===== config.mk =====
export PLATFORM = sky130hd
export DESIGN_NAME = sorted_list_engine_core
export DESIGN_NICKNAME = d
export VERILOG_FILES = /design/src/sv/sle_pkg.sv /design/src/sv/sle_cell.sv /design/src/sv/sorted_list_engine_core.sv
export SDC_FILE = /design/constraint.sdc
export NUM_CORES = 2
export LEC_CHECK = 0
export ABC_AREA = 1
export BUFFER_PORTS_ARGS = -buffer_cell sky130_fd_sc_hd__buf_2
export CORE_ASPECT_RATIO = 1.4
export CORE_MARGIN = 2
export CORE_UTILIZATION = 45
export DETAILED_ROUTE_END_ITERATION = 16
export SETUP_SLACK_MARGIN = 0.4
export SKIP_LAST_GASP = 1
export SYNTH_ARGS = -nofsm -noshare
export SYNTH_HDL_FRONTEND = slang
export SYNTH_HIERARCHICAL = 1
export SYNTH_SLANG_ARGS = --single-unit

===== constraint.sdc =====
create_clock -name clk -period 4.3 [get_ports clk]
set_clock_uncertainty 0.15 [all_clocks]
set_input_delay 0.645 -clock clk [delete_from_list [all_inputs] [get_ports clk]]
set_output_delay 0.645 -clock clk [all_outputs]
set_load 0.1 [all_outputs]

===== src/sv/sle_pkg.sv =====
// Package with the shared constants, command and status codes and cell control type.
`default_nettype none
package sle_pkg;

  localparam int DEPTH  = 16;
  localparam int CNT_W  = $clog2(DEPTH + 1);
  localparam int KEY_W  = 32;
  localparam int CMD_W  = 2;
  localparam int POS_W  = 4;
  localparam int STAT_W = 2;
  localparam int FILL_W = 5;

  typedef enum logic [CMD_W-1:0] {
    CMD_INSERT = 2'd0,
    CMD_REMOVE = 2'd1,
    CMD_READ   = 2'd2
  } cmd_t;

  typedef enum logic [STAT_W-1:0] {
    ST_OK     = 2'd0,
    ST_BOUNDS = 2'd1,
    ST_FULL   = 2'd2
  } status_t;

  // Control that the top level hands to one cell of the chain.
  typedef struct packed {
    logic             ins;       // an accepted insert that will succeed
    logic             rem;       // an accepted remove that will succeed
    logic [KEY_W-1:0] key;       // key being inserted
    logic             occupied;  // the cell sits below the current count
    logic             head;      // the cell is the first one of the chain
    logic             rm_here;   // the cell sits at or above the remove index
  } cell_ctl_t;

endpackage
`default_nettype wire


===== src/sv/sle_cell.sv =====
// One storage cell of the sorted chain: holds a key and shifts with its neighbors.
`default_nettype none
module sle_cell (
  input  wire logic                       clk,
  input  wire sle_pkg::cell_ctl_t         ctl,
  input  wire logic                       left_geq,
  input  wire logic [sle_pkg::KEY_W-1:0]  left_entry,
  input  wire logic [sle_pkg::KEY_W-1:0]  right_entry,
  output logic                            geq,
  output logic [sle_pkg::KEY_W-1:0]       entry
);

  logic [sle_pkg::KEY_W-1:0] entry_r;
  logic [sle_pkg::KEY_W-1:0] entry_nxt;
  logic                      entry_lt_key;
  logic                      key_lt_entry;

  assign entry_lt_key = $signed(entry_r) < $signed(ctl.key);
  assign key_lt_entry = $signed(ctl.key) < $signed(entry_r);

  // The head only gives way to a strictly smaller key; the others to any key
  // that is not larger than theirs. An empty cell always lies past the slot.
  always_comb begin
    if (ctl.head) begin
      geq = !ctl.occupied || key_lt_entry;
    end else begin
      geq = !ctl.occupied || !entry_lt_key;
    end
  end

  always_comb begin
    entry_nxt = entry_r;
    if (ctl.ins) begin
      if (left_geq && !ctl.head) begin
        entry_nxt = left_entry;
      end else if (geq) begin
        entry_nxt = ctl.key;
      end
    end else if (ctl.rem && ctl.rm_here) begin
      entry_nxt = right_entry;
    end
  end

  always_ff @(posedge clk) begin
    entry_r <= entry_nxt;
  end

  assign entry = entry_r;

endmodule
`default_nettype wire


===== src/sv/sorted_list_engine_core.sv =====
// Top level of the sorted list engine: command decode, cell chain and result register.
//
//   channel  direction  handshake          payload
//   in_      input      in_valid/in_stall  in_cmd, in_key_in, in_position
//   out_     output     out_valid/out_stall out_status, out_key_out, out_fill
//
// One command word is taken per cycle while in_stall is low; its result word appears in the next cycle.
// The rate is set by the cell chain, where each cell does one key compare and
// decides on its own whether to hold, take the new key or take a neighbor's key.
// Reset (rst_n low at a clock edge) empties the list; the cell keys are not cleared.
// When a result waits with out_stall high, in_stall rises and no command is taken.
`default_nettype none
module sorted_list_engine_core (
  input  wire logic                          clk,
  input  wire logic                          rst_n,
  input  wire logic                          in_valid,
  output logic                               in_stall,
  input  wire logic [sle_pkg::CMD_W-1:0]     in_cmd,
  input  wire logic signed [sle_pkg::KEY_W-1:0] in_key_in,
  input  wire logic [sle_pkg::POS_W-1:0]     in_position,
  output logic                               out_valid,
  input  wire logic                          out_stall,
  output logic [sle_pkg::STAT_W-1:0]         out_status,
  output logic signed [sle_pkg::KEY_W-1:0]   out_key_out,
  output logic [sle_pkg::FILL_W-1:0]         out_fill
);

  logic [sle_pkg::CNT_W-1:0]  count_r;
  logic [sle_pkg::CNT_W-1:0]  count_nxt;
  logic                       out_valid_r;
  logic                       out_valid_nxt;
  logic [sle_pkg::STAT_W-1:0] out_status_r;
  logic [sle_pkg::STAT_W-1:0] out_status_nxt;
  logic [sle_pkg::KEY_W-1:0]  out_key_r;
  logic [sle_pkg::KEY_W-1:0]  out_key_nxt;
  logic [sle_pkg::FILL_W-1:0] out_fill_r;

  logic accept;
  logic full;
  logic pos_in_range;
  logic ins_ok;
  logic rem_ok;
  logic rd_ok;
  logic [sle_pkg::KEY_W-1:0] read_key;

  sle_pkg::cell_ctl_t        cell_ctl  [sle_pkg::DEPTH];
  logic                      cell_geq  [sle_pkg::DEPTH];
  logic [sle_pkg::KEY_W-1:0] cell_key  [sle_pkg::DEPTH];

  // A finished result may sit in the output register while out_stall is high;
  // only then is the input held off.
  assign in_stall = out_valid_r && out_stall;
  assign accept   = in_valid && !in_stall;

  assign full         = count_r == sle_pkg::CNT_W'(sle_pkg::DEPTH);
  assign pos_in_range = 32'(in_position) < 32'(count_r);

  assign ins_ok = accept && (in_cmd == sle_pkg::CMD_INSERT) && !full;
  assign rem_ok = accept && (in_cmd == sle_pkg::CMD_REMOVE) && pos_in_range;
  assign rd_ok  = (in_cmd == sle_pkg::CMD_READ) && pos_in_range;

  // The chain. Each cell sees its left neighbor's compare result and both
  // neighbors' keys, so an insert opens a gap at the slot and a remove closes
  // the gap at the index.
  for (genvar i = 0; i < sle_pkg::DEPTH; i++) begin : g_cell
    assign cell_ctl[i].ins      = ins_ok;
    assign cell_ctl[i].rem      = rem_ok;
    assign cell_ctl[i].key      = in_key_in;
    assign cell_ctl[i].occupied = 32'(i) < 32'(count_r);
    assign cell_ctl[i].head     = (i == 0);
    assign cell_ctl[i].rm_here  = 32'(i) >= 32'(in_position);

    sle_cell u_cell (
      .clk         (clk),
      .ctl         (cell_ctl[i]),
      .left_geq    ((i == 0) ? 1'b0 : cell_geq[(i == 0) ? 0 : i - 1]),
      .left_entry  ((i == 0) ? in_key_in : cell_key[(i == 0) ? 0 : i - 1]),
      .right_entry ((i == sle_pkg::DEPTH - 1) ? cell_key[i]
                    : cell_key[(i == sle_pkg::DEPTH - 1) ? i : i + 1]),
      .geq         (cell_geq[i]),
      .entry       (cell_key[i])
    );
  end

  // Read port: every cell compares its own place with the position and the
  // selected key is gathered with an OR.
  always_comb begin
    read_key = '0;
    for (int i = 0; i < sle_pkg::DEPTH; i++) begin
      if (32'(in_position) == 32'(i)) begin
        read_key = read_key | cell_key[i];
      end
    end
  end

  always_comb begin
    count_nxt = count_r;
    if (ins_ok) begin
      count_nxt = count_r + sle_pkg::CNT_W'(1);
    end else if (rem_ok) begin
      count_nxt = count_r - sle_pkg::CNT_W'(1);
    end
  end

  always_comb begin
    case (in_cmd)
      sle_pkg::CMD_INSERT: begin
        out_status_nxt = full ? sle_pkg::ST_FULL : sle_pkg::ST_OK;
      end
      sle_pkg::CMD_REMOVE, sle_pkg::CMD_READ: begin
        out_status_nxt = pos_in_range ? sle_pkg::ST_OK : sle_pkg::ST_BOUNDS;
      end
      default: begin
        out_status_nxt = sle_pkg::ST_BOUNDS;
      end
    endcase
    out_key_nxt = rd_ok ? read_key : '0;
  end

  always_comb begin
    if (accept) begin
      out_valid_nxt = 1'b1;
    end else if (out_stall) begin
      out_valid_nxt = out_valid_r;
    end else begin
      out_valid_nxt = 1'b0;
    end
  end

  always_ff @(posedge clk) begin
    if (!rst_n) begin
      count_r     <= '0;
      out_valid_r <= 1'b0;
    end else begin
      count_r     <= count_nxt;
      out_valid_r <= out_valid_nxt;
    end
  end

  // The result payload loads only with an accepted command, so it holds while
  // the word waits under out_stall.
  always_ff @(posedge clk) begin
    if (accept) begin
      out_status_r <= out_status_nxt;
      out_key_r    <= out_key_nxt;
      out_fill_r   <= sle_pkg::FILL_W'(count_nxt);
    end
  end

  assign out_valid   = out_valid_r;
  assign out_status  = out_status_r;
  assign out_key_out = out_key_r;
  assign out_fill    = out_fill_r;

endmodule
`default_nettype wire


==> results.py <==
metrics = {
    "route": {
        "vias_per_cell": 5.92,
        "finalWirelength_um": 192000,
        "vias": 46900,
        "wl_per_cell_um": 24.2,
        "route.antenna.remaining_nets": 0,
        "post-route-drc-count": 0,
        "drt-initial-drc-count": 6475,
        "dr.pass1.iters": 7,
    },
    "min_path": {
        "min_path_cells": 3,
        "min_path_type": "primary input to flip-flop",
    },
    "finish": {
        "stdcell_count": 7925,
        "fin_util_pct": 49.9,
        "layout_commonest_cell": "nand2_1",
        "fin_nets": 7097,
        "drive_above_1_share_pct": 7.58,
        "fill_cells": 10100,
        "final_cell_mix": "1808 x nand2_1, 1277 x a21oi_1, 806 x nor2_1",
        "syn_to_final_growth_pct": 10.3,
    },
    "global_route": {
        "grt_max_degree": 147,
        "first_global_vias": 43200,
        "grt_first_pass_wirelength_um": 280000,
        "antenna_found_initial": 3,
        "overflow": 0,
        "track_usage_pct": 35.6,
    },
    "yosys": {
        "synthesis.area_mm2": 0.0462,
        "avgSynthCellArea_um2": 7.17,
        "netlist_instances": 6439,
        "yosysWarnings": 6,
    },
    "timing": {
        "rsz0062_at_grt": "false",
        "maxSlewHeadroom_pct": 30.5,
        "max_freq_ghz": 0.282,
        "finalCritPeriodShare_pct": 82.5,
        "final_max_slew_viol_count": 0,
        "setup_viol": 0,
        "min_period_ns": 3.55,
        "finalSetupTns_ns": 0,
        "hold_viol": 0,
        "tightest_slew_ns": 1.04,
    },
    "worst_setup_path": {
        "path_buf_inv": 7,
        "worst-r2r-setup-slack_ns": 0.75,
        "crit_end": "g_cell[15].u_cell/entry[8]$_DFFE_PP_",
        "crit_family": "buffers and inverters",
        "path_depth": 12,
        "max_stage_delay_ns": 0.59,
        "reg2reg_depth": 12,
        "crit_type": "flip-flop to flip-flop",
        "arrival_ns": 3.75,
        "cp_data_required_time_ns": 4.51,
        "end_kind": "flip-flop",
        "cp-start-kind": "flip-flop",
        "timing.rr.end": "g_cell[15].u_cell/entry[8]$_DFFE_PP_",
        "rr_startpoint": "count_r[0]$_SDFF_PN0_",
        "path_cells": "inv_1, ha_1, nand3_1, nand2_1, inv_8, buf_4, clkinv_1, buf_4, nand2_1, nand2_1, inv_1, buf_4",
        "startpoint": "count_r[0]$_SDFF_PN0_",
        "cp_slowest_cell": "dfxtp_1",
        "cp_max_fo": 29,
    },
    "clocking": {
        "cts_made_buffers": 61,
        "hold_buffers": 0,
        "cts_tree": "done",
        "root_buffer": "clkbuf_16",
        "clock_path_buffers": 3,
        "postCtsResizedCells": 0,
        "cts_max_level": 2,
        "post_cts_buffers": 0,
        "cts_sinks": 557,
        "insertion_delay_ns": 0.69,
        "cts.clk_slew.worst_paths_ns": 0.07,
    },
    "pwr": {
        "p_per_area_mw_per_mm2": 306,
        "leakage_nw": 24.6,
        "ir_drop_mv": 0.288,
    },
    "floorplan": {
        "start_util_pct": 45.2,
        "coreArea_mm2": 0.102,
        "dieHeight_um": 383,
        "rows": 139,
        "io_pins": 83,
        "die_width_um": 275,
        "die-area_mm2": 0.105,
    },
    "place": {
        "placedCellCount": 7810,
        "hpwl_um": 144000,
        "portBuffers": 82,
        "gp_congestion": 0.968,
    },
    "status": {
        "status": "complete, no violations",
    },
    "flow_run": {
        "cap_viol_max_count": 0,
    },
}
power by group:
group	leakage, nW	total [W]	internal, W	switching, W
combinational	18.5	0.00336	0.000947	0.00241
clock	0.980	0.00562	0.00313	0.00250
sequential	5.13	0.00661	0.00628	0.000328
registers in the layout (all words and copies together), names as in the netlist:
register             cells
g_cell.u_cell/entry    512
out_fill                 5
out_key_out             32
out_status               2
out_valid                1
count_r                  5
per-layer routing:
layer / track usage, % / wire length, µm
met5: 0 / 13
met4: 16.8 / 10600
met3: 5.64 / 20800
met2: 55.8 / 85900
met1: 47.9 / 74500
metrics by stage:
stage | worst slack [ns] | power, W | cell area (µm²) | hold slack (ns)
detailed placement | 0.451 | 0.00995 | 48900 | 0.353
global placement | 0.460 | 0.00989 | 48900 | 0.340
CTS | 0.812 | 0.0155 | 50900 | 0.101
floorplan | 0.961 | 0.00861 | 46200 | 0.362
global route | 0.683 | 0.0161 | 50900 | 0.141
finish | 0.753 | 0.0156 | 50900 | 0.123
cell type report:
cell class                 instances  area, µm²  share of cell area, %
antenna                            4       10.0                 0.0197
clock buffer                      74       1620                   3.18
clock inverter                    37        374                  0.735
inverter                         769       2890                   5.68
multi-input combinational       4864      25600                   50.2
sequential                       557      16700                   32.7
tap                             1339       1680                   3.29
timing repair buffer             281       2120                   4.16
how the worst min path moves through the flow:
stage,from,end,slack [ns]
floorplan,count_r[3]$_SDFF_PN0_,count_r[3]$_SDFF_PN0_,0.36
global placement,out_valid$_SDFFE_PN0P_,out_valid$_SDFFE_PN0P_,0.34
CTS,out_stall,out_valid$_SDFFE_PN0P_,0.10
finish,out_stall,out_valid$_SDFFE_PN0P_,0.12
detailed placement,out_valid$_SDFFE_PN0P_,out_valid$_SDFFE_PN0P_,0.35
global route,out_stall,out_valid$_SDFFE_PN0P_,0.14
worst register-to-register path, stage by stage, from the launching register on:
cell and delay, ns:
dfxtp_1 0.59, inv_1 0.16, ha_1 0.27, nand3_1 0.15, nand2_1 0.25, inv_8 0.36
buf_4 0.44, clkinv_1 0.12, buf_4 0.21, nand2_1 0.09, nand2_1 0.05, inv_1 0.06
buf_4 0.31
(Power assumes the default switching activity.)
